$ cat src/hw/rtl/pidc_pkg.sv
// Shared types, constants and saturation helpers for the clamped PID controller.
`timescale 1ns / 1ps

package pidc_pkg;

  localparam int DATA_WIDTH = 32;
  localparam int FRAC_BITS  = 16;

  localparam int OP_W      = DATA_WIDTH + 1;
  localparam int PROD_W    = 2 * OP_W;
  localparam int SUM_W     = DATA_WIDTH + 2;
  localparam int DIV_W     = DATA_WIDTH + 1 + FRAC_BITS;
  localparam int DIV_CNT_W = $clog2(DIV_W);
  localparam int CFG_IDX_W = 3;

  // smallest dt (one microsecond, rounded up) that yields a derivative
  localparam int unsigned DT_MIN_COUNT = ((1 << FRAC_BITS) + 999999) / 1000000;

  typedef logic signed [DATA_WIDTH-1:0] data_t;
  typedef logic signed [OP_W-1:0]       op_t;
  typedef logic signed [PROD_W-1:0]     prod_t;
  typedef logic signed [SUM_W-1:0]      sum_t;

  typedef enum logic [CFG_IDX_W-1:0] {
    CFG_SETPOINT   = 3'd0,
    CFG_GAIN_P     = 3'd1,
    CFG_GAIN_I     = 3'd2,
    CFG_GAIN_D     = 3'd3,
    CFG_LIMIT_LOW  = 3'd4,
    CFG_LIMIT_HIGH = 3'd5
  } cfg_reg_e;

  typedef enum logic [3:0] {
    ST_IDLE,
    ST_DISP,
    ST_MUL_ED,
    ST_MUL_I,
    ST_MUL_P,
    ST_DIV,
    ST_MUL_D,
    ST_RES
  } pidc_state_e;

  typedef struct packed {
    logic                      start;
    logic signed [DATA_WIDTH:0] num;
    logic [DATA_WIDTH-1:0]     den;
  } div_req_t;

  localparam data_t DATA_MAX = {1'b0, {(DATA_WIDTH-1){1'b1}}};
  localparam data_t DATA_MIN = {1'b1, {(DATA_WIDTH-1){1'b0}}};

  function automatic sum_t ext_sum(input data_t v);
    ext_sum = {{(SUM_W-DATA_WIDTH){v[DATA_WIDTH-1]}}, v};
  endfunction

  function automatic op_t ext_op(input data_t v);
    ext_op = {v[DATA_WIDTH-1], v};
  endfunction

  function automatic data_t sat_sum(input sum_t v);
    logic fits;
    fits = (&v[SUM_W-1:DATA_WIDTH-1]) || !(|v[SUM_W-1:DATA_WIDTH-1]);
    sat_sum = fits ? v[DATA_WIDTH-1:0] : (v[SUM_W-1] ? DATA_MIN : DATA_MAX);
  endfunction

  // floor(p / 2^FRAC_BITS), saturated
  function automatic data_t sat_prod(input prod_t p);
    prod_t sh;
    logic  fits;
    sh   = p >>> FRAC_BITS;
    fits = (&sh[PROD_W-1:DATA_WIDTH-1]) || !(|sh[PROD_W-1:DATA_WIDTH-1]);
    sat_prod = fits ? sh[DATA_WIDTH-1:0] : (sh[PROD_W-1] ? DATA_MIN : DATA_MAX);
  endfunction

  // upper limit tested first
  function automatic data_t clamp(input data_t v, input data_t lo, input data_t hi);
    if (v > hi) begin
      clamp = hi;
    end else if (v < lo) begin
      clamp = lo;
    end else begin
      clamp = v;
    end
  endfunction

endpackage

$ cat src/hw/rtl/pidc_if.sv
// Request channels of the PID controller: sample, result and register write.
`timescale 1ns / 1ps

interface pidc_smp_if;
  logic                         valid;
  logic                         ready;
  logic                         mode;
  logic signed [pidc_pkg::DATA_WIDTH-1:0] measurement;
  logic [pidc_pkg::DATA_WIDTH-1:0]        dt;
  modport source (output valid, mode, measurement, dt, input ready);
  modport sink (input valid, mode, measurement, dt, output ready);
endinterface

interface pidc_res_if;
  logic                         valid;
  logic                         ready;
  logic signed [pidc_pkg::DATA_WIDTH-1:0] drive;
  modport source (output valid, drive, input ready);
  modport sink (input valid, drive, output ready);
endinterface

interface pidc_cfg_if;
  logic                                 valid;
  logic                                 ready;
  logic [pidc_pkg::CFG_IDX_W-1:0]       index;
  logic [pidc_pkg::DATA_WIDTH-1:0]      data;
  modport source (output valid, index, data, input ready);
  modport sink (input valid, index, data, output ready);
endinterface

$ cat src/hw/rtl/pidc_mul.sv
// Shared signed multiplier with registered product and Q-format scaling.
`timescale 1ns / 1ps

module pidc_mul (
  input  logic              clk_i,
  input  logic              en_i,
  input  pidc_pkg::op_t     a_i,
  input  pidc_pkg::op_t     b_i,
  output pidc_pkg::data_t   res_o
);

  pidc_pkg::prod_t prod_q;

  always_ff @(posedge clk_i) begin
    if (en_i) begin
      prod_q <= pidc_pkg::prod_t'(a_i) * pidc_pkg::prod_t'(b_i);
    end
  end

  assign res_o = pidc_pkg::sat_prod(prod_q);

endmodule

$ cat src/hw/rtl/pidc_div.sv
// Restoring divider, one quotient bit per cycle: (num << FRAC_BITS) / den, saturated.
`timescale 1ns / 1ps

module pidc_div (
  input  logic               clk_i,
  input  logic               rst_ni,
  input  pidc_pkg::div_req_t req_i,
  output logic               busy_o,
  output pidc_pkg::data_t    quo_o
);

  localparam int W  = pidc_pkg::DATA_WIDTH;
  localparam int DW = pidc_pkg::DIV_W;

  logic                              busy_q;
  logic [pidc_pkg::DIV_CNT_W-1:0]    cnt_q;
  logic [DW-1:0]                     acc_q;
  logic [W-1:0]                      rem_q;
  logic [W-1:0]                      den_q;
  logic                              neg_q;

  logic [W:0]   mag;
  logic [W:0]   rem_sh;
  logic [W:0]   rem_sub;
  logic         ge;
  logic         ovf;

  assign mag     = req_i.num[W] ? (~req_i.num + 1'b1) : req_i.num;
  assign rem_sh  = {rem_q, acc_q[DW-1]};
  assign rem_sub = rem_sh - {1'b0, den_q};
  assign ge      = rem_sh >= {1'b0, den_q};

  always_ff @(posedge clk_i or negedge rst_ni) begin
    if (!rst_ni) begin
      busy_q <= 1'b0;
      cnt_q  <= '0;
    end else if (req_i.start) begin
      busy_q <= 1'b1;
      cnt_q  <= '0;
    end else if (busy_q) begin
      cnt_q <= cnt_q + 1'b1;
      if (cnt_q == pidc_pkg::DIV_CNT_W'(DW - 1)) begin
        busy_q <= 1'b0;
      end
    end
  end

  always_ff @(posedge clk_i) begin
    if (req_i.start) begin
      acc_q <= {mag, {pidc_pkg::FRAC_BITS{1'b0}}};
      rem_q <= '0;
      den_q <= req_i.den;
      neg_q <= req_i.num[W];
    end else if (busy_q) begin
      acc_q <= {acc_q[DW-2:0], ge};
      rem_q <= ge ? rem_sub[W-1:0] : rem_sh[W-1:0];
    end
  end

  always_comb begin
    if (neg_q) begin
      ovf = (|acc_q[DW-1:W]) || (acc_q[W-1] && (|acc_q[W-2:0]));
      quo_o = ovf ? pidc_pkg::DATA_MIN : (~acc_q[W-1:0] + 1'b1);
    end else begin
      ovf = |acc_q[DW-1:W-1];
      quo_o = ovf ? pidc_pkg::DATA_MAX : acc_q[W-1:0];
    end
  end

  assign busy_o = busy_q;

endmodule

$ cat src/hw/rtl/pid_controller_clamped.sv
// Top level of the clamped PID controller with sequencer and register file.
`timescale 1ns / 1ps

// Clamped PID controller, signed Q16.16. A sample request (mode 0) passes
// through ST_DISP, ST_MUL_ED, ST_MUL_I, ST_MUL_P, ST_DIV, ST_MUL_D and ST_RES,
// where its result is registered, and the sample channel is ready again in
// the cycle after: the derivative comes from a restoring divider that retires
// one quotient bit per cycle over 49 bits, while the single shared multiplier
// works through error*dt, the integral, proportional and derivative terms one
// at a time. The first sample after a restart answers with the setpoint; a
// restart request (mode 1) gives no result. A previous result still waiting
// on the result channel holds the new one back for as long as it stalls. The
// sample channel takes a new request once the previous one has its result
// registered, a restart once done; register writes are accepted every cycle.

module pid_controller_clamped (
  input  logic          clk_i,
  input  logic          rst_ni,
  pidc_cfg_if.sink      cfg_i,
  pidc_smp_if.sink      smp_i,
  pidc_res_if.source    res_o
);

  localparam int W = pidc_pkg::DATA_WIDTH;

  pidc_pkg::pidc_state_e state_q, state_d;

  pidc_pkg::data_t sp_q, kp_q, ki_q, kd_q, lo_q, hi_q;
  logic            first_q;
  pidc_pkg::data_t integ_q, last_q;
  logic            res_valid_q;

  logic            mode_q;
  pidc_pkg::data_t meas_q;
  logic [W-1:0]    dt_q;
  pidc_pkg::data_t err_q, pterm_q, drive_q;
  logic            sel_sp_q;

  logic              smp_acc, cfg_acc, res_load, mul_en;
  pidc_pkg::op_t     mul_a, mul_b;
  pidc_pkg::data_t   mul_res, div_quo, deriv, integ_new, sum_out;
  logic              div_busy;
  pidc_pkg::div_req_t div_req;

  assign smp_acc = smp_i.valid && smp_i.ready;
  assign cfg_acc = cfg_i.valid && cfg_i.ready;
  assign cfg_i.ready = 1'b1;
  assign res_o.valid = res_valid_q;
  assign res_o.drive = drive_q;

  assign deriv = (dt_q < W'(pidc_pkg::DT_MIN_COUNT)) ? '0 : div_quo;
  assign integ_new = (ki_q == '0) ? '0 :
      pidc_pkg::clamp(pidc_pkg::sat_sum(pidc_pkg::ext_sum(integ_q) +
                                        pidc_pkg::ext_sum(mul_res)), lo_q, hi_q);
  assign sum_out = pidc_pkg::clamp(pidc_pkg::sat_sum(pidc_pkg::ext_sum(pterm_q) +
      pidc_pkg::ext_sum(integ_q) + pidc_pkg::ext_sum(mul_res)), lo_q, hi_q);

  assign div_req.start = (state_q == pidc_pkg::ST_DISP) && !mode_q && !first_q;
  assign div_req.num   = {last_q[W-1], last_q} - {meas_q[W-1], meas_q};
  assign div_req.den   = dt_q;

  pidc_mul u_mul (
    .clk_i (clk_i),
    .en_i  (mul_en),
    .a_i   (mul_a),
    .b_i   (mul_b),
    .res_o (mul_res)
  );

  pidc_div u_div (
    .clk_i  (clk_i),
    .rst_ni (rst_ni),
    .req_i  (div_req),
    .busy_o (div_busy),
    .quo_o  (div_quo)
  );

  always_ff @(posedge clk_i or negedge rst_ni) begin
    if (!rst_ni) begin
      state_q <= pidc_pkg::ST_IDLE;
    end else begin
      state_q <= state_d;
    end
  end

  always_comb begin
    state_d     = state_q;
    smp_i.ready = 1'b0;
    mul_en      = 1'b0;
    mul_a       = pidc_pkg::ext_op(err_q);
    mul_b       = {1'b0, dt_q};
    res_load    = 1'b0;
    unique case (state_q)
      pidc_pkg::ST_IDLE: begin
        smp_i.ready = 1'b1;
        if (smp_i.valid) begin
          state_d = pidc_pkg::ST_DISP;
        end
      end
      pidc_pkg::ST_DISP: begin
        priority if (mode_q) begin
          state_d = pidc_pkg::ST_IDLE;
        end else if (first_q) begin
          state_d = pidc_pkg::ST_RES;
        end else begin
          state_d = pidc_pkg::ST_MUL_ED;
        end
      end
      pidc_pkg::ST_MUL_ED: begin
        mul_en  = 1'b1;
        state_d = pidc_pkg::ST_MUL_I;
      end
      pidc_pkg::ST_MUL_I: begin
        mul_en  = 1'b1;
        mul_a   = pidc_pkg::ext_op(ki_q);
        mul_b   = pidc_pkg::ext_op(mul_res);
        state_d = pidc_pkg::ST_MUL_P;
      end
      pidc_pkg::ST_MUL_P: begin
        mul_en  = 1'b1;
        mul_a   = pidc_pkg::ext_op(kp_q);
        mul_b   = pidc_pkg::ext_op(err_q);
        state_d = pidc_pkg::ST_DIV;
      end
      pidc_pkg::ST_DIV: begin
        if (!div_busy) begin
          state_d = pidc_pkg::ST_MUL_D;
        end
      end
      pidc_pkg::ST_MUL_D: begin
        mul_en  = 1'b1;
        mul_a   = pidc_pkg::ext_op(kd_q);
        mul_b   = pidc_pkg::ext_op(deriv);
        state_d = pidc_pkg::ST_RES;
      end
      pidc_pkg::ST_RES: begin
        if (!res_valid_q || res_o.ready) begin
          res_load = 1'b1;
          state_d  = pidc_pkg::ST_IDLE;
        end
      end
      default: begin
        state_d = pidc_pkg::ST_IDLE;
      end
    endcase
  end

  // configuration and controller state
  always_ff @(posedge clk_i or negedge rst_ni) begin
    if (!rst_ni) begin
      sp_q        <= '0;
      kp_q        <= '0;
      ki_q        <= '0;
      kd_q        <= '0;
      lo_q        <= '0;
      hi_q        <= '0;
      first_q     <= 1'b1;
      integ_q     <= '0;
      last_q      <= '0;
      res_valid_q <= 1'b0;
    end else begin
      if (cfg_acc) begin
        unique case (cfg_i.index)
          pidc_pkg::CFG_SETPOINT: begin
            sp_q    <= cfg_i.data;
            integ_q <= '0;
          end
          pidc_pkg::CFG_GAIN_P:     kp_q <= cfg_i.data;
          pidc_pkg::CFG_GAIN_I:     ki_q <= cfg_i.data;
          pidc_pkg::CFG_GAIN_D:     kd_q <= cfg_i.data;
          pidc_pkg::CFG_LIMIT_LOW:  lo_q <= cfg_i.data;
          pidc_pkg::CFG_LIMIT_HIGH: hi_q <= cfg_i.data;
          default: ;
        endcase
      end
      if (state_q == pidc_pkg::ST_DISP) begin
        if (mode_q) begin
          first_q <= 1'b1;
          integ_q <= '0;
          last_q  <= '0;
        end else begin
          first_q <= 1'b0;
          last_q  <= meas_q;
        end
      end
      if (state_q == pidc_pkg::ST_MUL_P) begin
        integ_q <= integ_new;
      end
      if (res_load) begin
        res_valid_q <= 1'b1;
      end else if (res_o.ready) begin
        res_valid_q <= 1'b0;
      end
    end
  end

  // request payload and working registers
  always_ff @(posedge clk_i) begin
    if (smp_acc) begin
      mode_q <= smp_i.mode;
      meas_q <= smp_i.measurement;
      dt_q   <= smp_i.dt;
    end
    if (state_q == pidc_pkg::ST_DISP) begin
      err_q    <= pidc_pkg::sat_sum(pidc_pkg::ext_sum(sp_q) - pidc_pkg::ext_sum(meas_q));
      sel_sp_q <= first_q;
    end
    if (state_q == pidc_pkg::ST_DIV) begin
      pterm_q <= mul_res;
    end
    if (res_load) begin
      drive_q <= sel_sp_q ? sp_q : sum_out;
    end
  end

endmodule

$ cat src/flat_wrapper.sv
// flat-port wrapper written by rule: the top's interface ports become plain ports
module pid_controller_clamped_flat 
  (clk_i, rst_ni, cfg_i_valid, cfg_i_index, cfg_i_data, cfg_i_ready, smp_i_valid, smp_i_mode, smp_i_measurement, smp_i_dt, smp_i_ready, res_o_valid, res_o_drive, res_o_ready);
  pidc_cfg_if cfg_i_i ();
  pidc_smp_if smp_i_i ();
  pidc_res_if res_o_i ();
  input  logic clk_i;
  input  logic rst_ni;
  input wire logic [$bits(cfg_i_i.valid)-1:0] cfg_i_valid;
  input wire logic [$bits(cfg_i_i.index)-1:0] cfg_i_index;
  input wire logic [$bits(cfg_i_i.data)-1:0] cfg_i_data;
  output wire logic [$bits(cfg_i_i.ready)-1:0] cfg_i_ready;
  input wire logic [$bits(smp_i_i.valid)-1:0] smp_i_valid;
  input wire logic [$bits(smp_i_i.mode)-1:0] smp_i_mode;
  input wire logic [$bits(smp_i_i.measurement)-1:0] smp_i_measurement;
  input wire logic [$bits(smp_i_i.dt)-1:0] smp_i_dt;
  output wire logic [$bits(smp_i_i.ready)-1:0] smp_i_ready;
  output wire logic [$bits(res_o_i.valid)-1:0] res_o_valid;
  output wire logic [$bits(res_o_i.drive)-1:0] res_o_drive;
  input wire logic [$bits(res_o_i.ready)-1:0] res_o_ready;
  assign cfg_i_i.valid = cfg_i_valid;
  assign cfg_i_i.index = cfg_i_index;
  assign cfg_i_i.data = cfg_i_data;
  assign cfg_i_ready = cfg_i_i.ready;
  assign smp_i_i.valid = smp_i_valid;
  assign smp_i_i.mode = smp_i_mode;
  assign smp_i_i.measurement = smp_i_measurement;
  assign smp_i_i.dt = smp_i_dt;
  assign smp_i_ready = smp_i_i.ready;
  assign res_o_valid = res_o_i.valid;
  assign res_o_drive = res_o_i.drive;
  assign res_o_i.ready = res_o_ready;
  pid_controller_clamped u_core (.clk_i(clk_i), .rst_ni(rst_ni), .cfg_i(cfg_i_i), .smp_i(smp_i_i), .res_o(res_o_i));
endmodule
$ cat config.mk
export PLATFORM = sky130hd
export DESIGN_NAME = pid_controller_clamped_flat
export DESIGN_NICKNAME = d
export VERILOG_FILES = /design/src/hw/rtl/pidc_pkg.sv /design/src/hw/rtl/pidc_if.sv /design/src/hw/rtl/pidc_mul.sv /design/src/hw/rtl/pidc_div.sv /design/src/hw/rtl/pid_controller_clamped.sv /design/src/flat_wrapper.sv
export SDC_FILE = /design/constraint.sdc
export NUM_CORES = 2
export LEC_CHECK = 0
export BUFFER_PORTS_ARGS = -buffer_cell sky130_fd_sc_hd__buf_2
export CELL_PAD_IN_SITES_DETAIL_PLACEMENT = 1
export CELL_PAD_IN_SITES_GLOBAL_PLACEMENT = 1
export CORE_ASPECT_RATIO = 0.8
export CORE_MARGIN = 10
export CORE_UTILIZATION = 47
export CTS_CLUSTER_DIAMETER = 60
export DETAILED_ROUTE_END_ITERATION = 7
export PLACE_DENSITY = 0.9
export SYNTH_ARGS = -nofsm -noshare
export SYNTH_HDL_FRONTEND = slang
export SYNTH_HIERARCHICAL = 1
export SYNTH_SLANG_ARGS = --single-unit
export TNS_END_PERCENT = 30
$ cat constraint.sdc
create_clock -name clk_i -period 10.6 [get_ports clk_i]
set_input_delay 2.12 -clock clk_i [delete_from_list [all_inputs] [get_ports clk_i]]
set_output_delay 2.12 -clock clk_i [all_outputs]
set_load 0.005 [all_outputs]
* Word-level counts from Yosys, hierarchy flattened
Cells that the tools add are included.
** Word-level totals
- Bits in registers :: 611
- Latch bits :: 0
- RAM bits :: 0
- ROM bits :: 0
- Input port bits :: 105
- Output and inout bits :: 35
- Memories kept :: 0
** Cells by class
- Add/sub/neg operators :: 9
- Multiply operators :: 1
- Div/mod/pow operators :: 0
- Order comparisons :: 6
- Equality and inequality tests :: 16
- Shift-type cells :: 0
- Mux-type cells :: 48
- Bitwise logic cells :: 2
- Reduce and logical (&&, ||, !) cells :: 41
** Operators by type and width (number)
- $mux W32 :: 25
- $pmux W33 S3 :: 2
- $mux W49 :: 2
- $add A32 B32 Y33 :: 2
- $mul A33 B33 Y66 :: 1
- $sub A32 B32 Y33 :: 2
- $gt A32 B32 Y1 :: 2
- $lt A32 B32 Y1 :: 2
- $add A33 B32 Y34 :: 1
- $add A33 B1 Y33 const B :: 1
- $ge A33 B32 Y1 :: 1
- $mux W33 :: 1
- $not A33 Y33 :: 1
- $add A32 B1 Y32 const B :: 1
- $logic_not A32 Y1 :: 1
- $lt A32 B1 Y1 const B :: 1
- $not A32 Y32 :: 1
- $pmux W4 S8 :: 1
- $sub A32 B32 Y32 :: 1
- $reduce_or A31 Y1 :: 1
- $reduce_and A19 Y1 :: 1
- $reduce_or A19 Y1 :: 1
- $reduce_or A18 Y1 :: 1
- $reduce_or A17 Y1 :: 1
- 24 further kinds :: 69

* Logic depth before layout (Yosys ltp)
- Word-level depth :: 14
- Gate-level depth with buffers :: 43

* Cells and area by module
Netlist, hierarchy kept.
** By module, submodules not included
- pidc_mul :: times used 1, cells an instance 4187, area each 39847.0 um2
- pid_controller_clamped :: times used 1, cells an instance 2939, area each 28848.9 um2
- pidc_div :: times used 1, cells an instance 906, area each 8074.0 um2

* Worst setup path before layout
OpenSTA, ideal clock, no wires.
- Kind :: flip-flop to flip-flop
- From :: register u_core.u_div.acc_q[9]
- To :: register u_core.u_mul.prod_q[65], data pin
- Arrival time :: 10.076 ns
- Data required time :: 10.340 ns
- Path slack :: 0.264 ns
- Cell stages (with the launch flop) :: 38
- Path buffers :: 3
- Cell sequence :: dfxtp_1 buf_2 or4_1 nor4_1 nand4b_1 o41ai_2 nand2_2 inv_1 nand2_1 clkbuf_1 o311ai_0 a21oi_1 nor2_1 clkbuf_1 and2_1 fa_1 inv_1 fa_1 (+2 left out) inv_1 fa_1 inv_1 fa_1 fa_1 fa_1 inv_1 fa_1 inv_1 ha_1 a21o_1 a21o_1 a21oi_1 o21ai_0 a31oi_2 o211ai_1 a31oi_1 xnor2_1
** Between the ends
- Word-level cells in the longest chain between the ends :: 8
** Ends and longest elaborated chain
- start, declared :: line pidc_div.sv:17 : logic [DW-1:0] acc_q;
- start signal, assigned :: line pidc_div.sv:50 : acc_q <= {mag, {pidc_pkg::FRAC_BITS{1'b0}}};
- start signal, assigned :: line pidc_div.sv:55 : acc_q <= {acc_q[DW-2:0], ge};
- $reduce_or A31 Y1 :: line pidc_div.sv:62 : ovf = (|acc_q[DW-1:W]) || (acc_q[W-1] && (|acc_q[W-2:0]));
- $logic_and A1 B1 Y1 :: line pidc_div.sv:62
- $logic_or A1 B1 Y1 :: line pidc_div.sv:62
- $mux W32 :: line pidc_div.sv:63 : quo_o = ovf ? pidc_pkg::DATA_MIN : (~acc_q[W-1:0] + 1'b1);
- $mux W32 :: line pidc_div.sv:61 : if (neg_q) begin
- via u_core.div_quo[2] :: line pid_controller_clamped.sv:41 : pidc_pkg::data_t mul_res, div_quo, deriv, integ_new, sum_out;
- $mux W32 :: line pid_controller_clamped.sv:51 : assign deriv = (dt_q < W'(pidc_pkg::DT_MIN_COUNT)) ? '0 : div_quo;
- $pmux W33 S3 :: line pid_controller_clamped.sv:93 : unique case (state_q)
- via u_core.mul_b[2] :: line pid_controller_clamped.sv:40 : pidc_pkg::op_t mul_a, mul_b;
- $mul A33 B33 Y66 :: line pidc_mul.sv:16 : prod_q <= pidc_pkg::prod_t'(a_i) * pidc_pkg::prod_t'(b_i);
- end signal, assigned :: line pidc_mul.sv:16
- end, declared :: line pidc_mul.sv:12 : pidc_pkg::prod_t prod_q;
The timed path passes the listed nets, and every way through them passes these cells.
A chain may end at the register's enable or synchronous reset.

* Worst setup path after layout
- From :: register u_core.u_div.acc_q[0]
- To :: register u_core.u_mul.prod_q[63], data pin
** Between the ends
- Word-level cells in the longest chain between the ends :: 8
** Ends and longest elaborated chain (line)
- branches (longest 3 deep; another with $add A32 B1 Y32)
- $mux W32 * :: pidc_div.sv:63
- $mux W32 * :: pidc_div.sv:61
- via u_core.div_quo[16] :: pid_controller_clamped.sv:41
- $mux W32 * :: pid_controller_clamped.sv:51
- $pmux W33 S3 * :: pid_controller_clamped.sv:93
- via u_core.mul_b[16] :: pid_controller_clamped.sv:40
- $mul A33 B33 Y66 * :: pidc_mul.sv:16
Mark *: on every way through the listed nets, which the timed path passes.

==> results by stage <==
Routing:
- The wire length per cell is 28.85 µm.
- The residual antenna-violating net count after detailed routing is 0.
- After detailed routing, the total wire length is 301700 µm.
- The via count is 64.72k.
- The number of remaining DRC errors is 0.
- In the routed layout, each cell is associated on average with a via count of 6.189.
- The number of violations reported at the end of detailed-routing iteration 0 is 6840.
- The first TritonRoute pass finished after 6 iterations.

Worst setup path:
- The category of the critical setup timing path is reg -> reg.
- The beginning of the critical path is u_core/u_div/acc_q[0]$_SDFFE_PP0P_.
- The cell type with the highest occurrence count on the critical path is sky130_fd_sc_hd__fa_1.
- The cell with the largest stage delay on the worst path is sky130_fd_sc_hd__fa_1.
- The capture point of the worst path is u_core/u_mul/prod_q[63]$_DFFE_PP_.
- The worst reg-to-reg setup slack is -0.30 ns.
- The required arrival time at the worst endpoint is 10.99 ns.
- The kind of start point of the critical path is a register.
- The end of the worst register-to-register path is u_core/u_mul/prod_q[63]$_DFFE_PP_.
- The number of cells traversed by the worst register-to-register path is 45.
- The largest stage delay on the critical path is 0.63 ns.
- STA classifies the critical path endpoint as a register.
- The data arrival time of the critical path is 11.29 ns.
- In this run the critical register-to-register path is launched from u_core/u_div/acc_q[0]$_SDFFE_PP0P_.
- In this run the worst path has a maximum fanout of 7.

Timing:
- Headroom to the max-slew limit came out at 0.1011.
- Derived from the worst setup path, the maximum achievable clock frequency is 91.77 MHz.
- Across the routed clock network, the largest skew measured is 0.03966 ns.
- Setup repair after global routing could not meet its margin everywhere.
- The final-report hold violation count is 0.
- The final hold slack is 0.4849 ns.
- Setup slack on the critical path of the routed design comes to -0.2963 ns.
- The measured slew at the worst slew-check pin is 1.348 ns.
- Summed over all failing endpoints, the final setup total negative slack is -3.083 ns.
- The post-route fraction of the period consumed by the critical path is 1.028.
- Setup violations remaining at the end of the flow were counted as 21.
- Subtracting the final worst setup slack from the clock period gives 10.90 ns.
- The final max-slew violation count came to 0.

CTS:
- The tree is rooted in a sky130_fd_sc_hd__clkbuf_16.
- The clock sink count is 594.
- The CTS tree is built.
- Counting along the longest clock path gives a buffer depth of 3.
- The clock network latency to the later pin of the worst-skew pair is 0.68 ns.
- The H-tree was split into 3 levels.
- Clock-pin slew was measured on the worst setup and hold paths at 0.07 ns.
- TritonCTS created 67 clock buffers.

Yosys:
- For this run, the register share of the synthesized area comes to 0.2086.
- Ranked by total cell area, the synthesized netlist is headed by sky130_fd_sc_hd__fa_1 31%, sky130_fd_sc_hd__edfxtp_1 11%, sky130_fd_sc_hd__dfrtp_1 8.7%.
- The share of synthesized area in the top cell type comes to 0.3080.
- After synthesis the cells add up to 76770 µm².
- For this run, the number of Yosys warnings is 6.
- Of all flip-flops after synthesis, the portion carrying an async set or reset was 0.4512.
- The total of flip-flops plus latches after synthesis is 594.
- The flip-flop cell with the highest count after synthesis is sky130_fd_sc_hd__edfxtp_1.
- The synthesized area per cell is 9.558 µm².
- The net count of the mapped netlist is 9820.
- Synthesis handed over a netlist of 8032 instances.
- The netlist uses 96 different library cells.
- The count of flip-flops with a built-in enable after synthesis is 278.
- The cell taking the most area after synthesis is sky130_fd_sc_hd__fa_1.

Layout:
- The total number of nets in the final design is 10.04k.
- The register bank with the most flops is u_core/u_mul/prod_q.
- The final-layout fill cell count is 18.07k.
- Relative to the synthesized area, the layout overhead comes to 12.16%.
- In the final layout, the share of cells above drive strength 1 is 0.1285.
- The area taken by multi-input logic gates is 55260 µm².
- The sequential standard cell area is 16020 µm².
- The flip-flop count of the largest register after layout is 50.
- In the final layout, the registers with the most flip-flops are u_core/u_mul/prod_q: 50 flops, u_core/u_div/acc_q: 49 flops.

Global routing:
- The total overflow left after global routing is 0.
- The wire length of the first global-routing pass is 440800 µm.
- The number of global-route vias before repair came to 71.07k.
- The initial antenna violation count is 11.
- Entering global routing, the biggest net connects 93 pins.
- The global-route total usage across every layer is 0.3194.

Floorplanning:
- The area of the die is 180000 µm².
- In this run the count of I/O pins placed on the die edge is 140.
- From bottom edge to top edge, the die measures 381.5 µm.
- The standard cell core area is 162200 µm².
- The starting density of the core is 0.4733.
- The cell row count is 132.
- The width of the chip is 471.9 µm.

Placed design:
- The detailed placer's ending HPWL is 232300 µm.
- At the end of routability-driven placement, the weighted congestion stood at 0.9673.
- The count of port buffers added during placement is 138.

Status:
- The flow ran to the end, but the final reports show violations.
- The checks that failed: setup timing.

Flow run:
- Max-cap violations in this run came to 0.

Worst hold path:
- The worst hold-check path type is reg -> reg.
synth_stat cells, drive strengths merged, types with 15 or more instances:
master / n
inv: 1333
fa: 1181
nand2: 819
and2: 553
ha: 502
clkbuf: 378
o21ai: 369
a21oi: 349
nor2: 321
edfxtp: 278
dfrtp: 267
mux2: 159
a21o: 151
xnor2: 151
mux2i: 90
xor2: 71
nand4: 62
nor3: 62
o21a: 62
a22oi: 61
o31ai: 58
nand3: 57
dfxtp: 48
nand2b: 47
nor4: 41
nor2b: 37
or3: 37
a22o: 36
o221ai: 34
o22ai: 34
o311ai: 31
a31oi: 30
a211oi: 29
o211ai: 29
o21bai: 29
buf: 27
and3: 25
a311oi: 17
or2: 15
worst min-delay path by stage:
stage | start | slack, ns | cells after the start | endpoint
after floorplan | u_core/u_div/rem_q[31]$_SDFFE_PP0P_ | 0.44 | 2 | u_core/u_div/rem_q[31]$_SDFFE_PP0P_
after global placement | u_core/u_div/rem_q[31]$_SDFFE_PP0P_ | 0.45 | 2 | u_core/u_div/rem_q[31]$_SDFFE_PP0P_
after detailed placement | u_core/last_q[22]$_DFFE_PN0P_ | 0.47 | 2 | u_core/last_q[22]$_DFFE_PN0P_
after CTS | u_core/last_q[22]$_DFFE_PN0P_ | 0.49 | 2 | u_core/last_q[22]$_DFFE_PN0P_
after global routing | u_core/last_q[23]$_DFFE_PN0P_ | 0.51 | 2 | u_core/last_q[23]$_DFFE_PN0P_
final | u_core/last_q[22]$_DFFE_PN0P_ | 0.48 | 2 | u_core/last_q[22]$_DFFE_PN0P_
placed cells by master, fill, tap and decap left out, types with 26 or more instances in the layout:
cell and instances:
sky130_fd_sc_hd__a211oi_1 28, sky130_fd_sc_hd__a21o_1 151, sky130_fd_sc_hd__a21oi_1 325, sky130_fd_sc_hd__a22o_1 36
sky130_fd_sc_hd__a22oi_1 61, sky130_fd_sc_hd__a31oi_1 26, sky130_fd_sc_hd__and2_1 544, sky130_fd_sc_hd__buf_12 54
sky130_fd_sc_hd__buf_2 137, sky130_fd_sc_hd__buf_4 338, sky130_fd_sc_hd__clkbuf_16 80, sky130_fd_sc_hd__dfrtp_1 265
sky130_fd_sc_hd__dfxtp_1 48, sky130_fd_sc_hd__edfxtp_1 278, sky130_fd_sc_hd__fa_1 1160, sky130_fd_sc_hd__ha_1 491
sky130_fd_sc_hd__inv_1 1324, sky130_fd_sc_hd__mux2_2 159, sky130_fd_sc_hd__mux2i_1 88, sky130_fd_sc_hd__nand2_1 810
sky130_fd_sc_hd__nand2b_1 47, sky130_fd_sc_hd__nand3_1 56, sky130_fd_sc_hd__nand4_1 62, sky130_fd_sc_hd__nor2_1 284
sky130_fd_sc_hd__nor2b_1 34, sky130_fd_sc_hd__nor3_1 54, sky130_fd_sc_hd__nor4_1 35, sky130_fd_sc_hd__o211ai_1 27
sky130_fd_sc_hd__o21a_1 59, sky130_fd_sc_hd__o21ai_0 317, sky130_fd_sc_hd__o21ai_1 49, sky130_fd_sc_hd__o21bai_1 28
sky130_fd_sc_hd__o221ai_1 33, sky130_fd_sc_hd__o22ai_1 33, sky130_fd_sc_hd__o31ai_1 53, sky130_fd_sc_hd__xnor2_1 151
sky130_fd_sc_hd__xor2_1 71
repair_timing:
item | in CTS | in global routing
setup buffers | 19 | 57
hold endpoints to repair | 0 | 0
hold buffers | 0 | 0
cloned | 6 | 11
setup endpoints to repair | 26 | 39
pin swaps | 23 | 78
resized for setup | 42 | 183
layer usage:
metal	wire, µm	up-vias	global-route usage
li1	-	26550	-
met1	115400	33590	0.4063
met2	139700	3534	0.5136
met3	27290	1042	0.06367
met4	19230	8	0.1712
met5	63	-	0
area by class of cell:
cell class | instances | share of cell area
Antenna cell | 9 | 0.0002616
Clock buffer | 88 | 0.02135
Clock inverter | 35 | 0.004912
Inverter | 1334 | 0.05820
Multi-Input combinational cell | 5699 | 0.6418
Sequential cell | 594 | 0.1861
Tap cell | 2144 | 0.03115
Timing Repair Buffer | 555 | 0.05631
kinds of logic (layout without fill, tap and decap cells):
kind of cell / after synthesis / count (layout) / synth area share
and+or+nand+nor: 2129 / 2129 / 0.1362
buffers and inverters: 1739 / 2012 / 0.08565
adders and majority gates: 1693 / 1693 / 0.3911
AOI/OAI and AO/OA: 1405 / 1405 / 0.1178
DFF: 594 / 594 / 0.2086
muxes: 249 / 249 / 0.03522
xor gates and xnor gates: 222 / 222 / 0.02533
other: 1 / 10 / 0.00004885
stage by stage:
stage | setup WS [ns] | util | cell area, µm² | cells
floorplan | 0.2639 | - | 76770 | 8032
global placement | -0.05251 | 0.5044 | 81810 | 10230
detailed placement | -0.4075 | 0.5044 | 81810 | 10230
CTS | 0.04458 | 0.5216 | 84600 | 10380
global route | -0.4443 | 0.5308 | 86080 | 10450
finish | -0.2963 | 0.5309 | 86110 | 10460
critical path: cells and delay by family (launching register included):
kind | cells | cell delay (ns)
buf+inv | 15 | 1.87
fa+ha+maj | 10 | 4.65
xor+xnor | 1 | 0.16
simple gates | 10 | 1.57
flops | 1 | 0.33
compound gates | 9 | 1.98
Power is left out: the tool's default activity adds up to more than one toggle a clock period on the data nets, which glitch-free logic cannot reach.
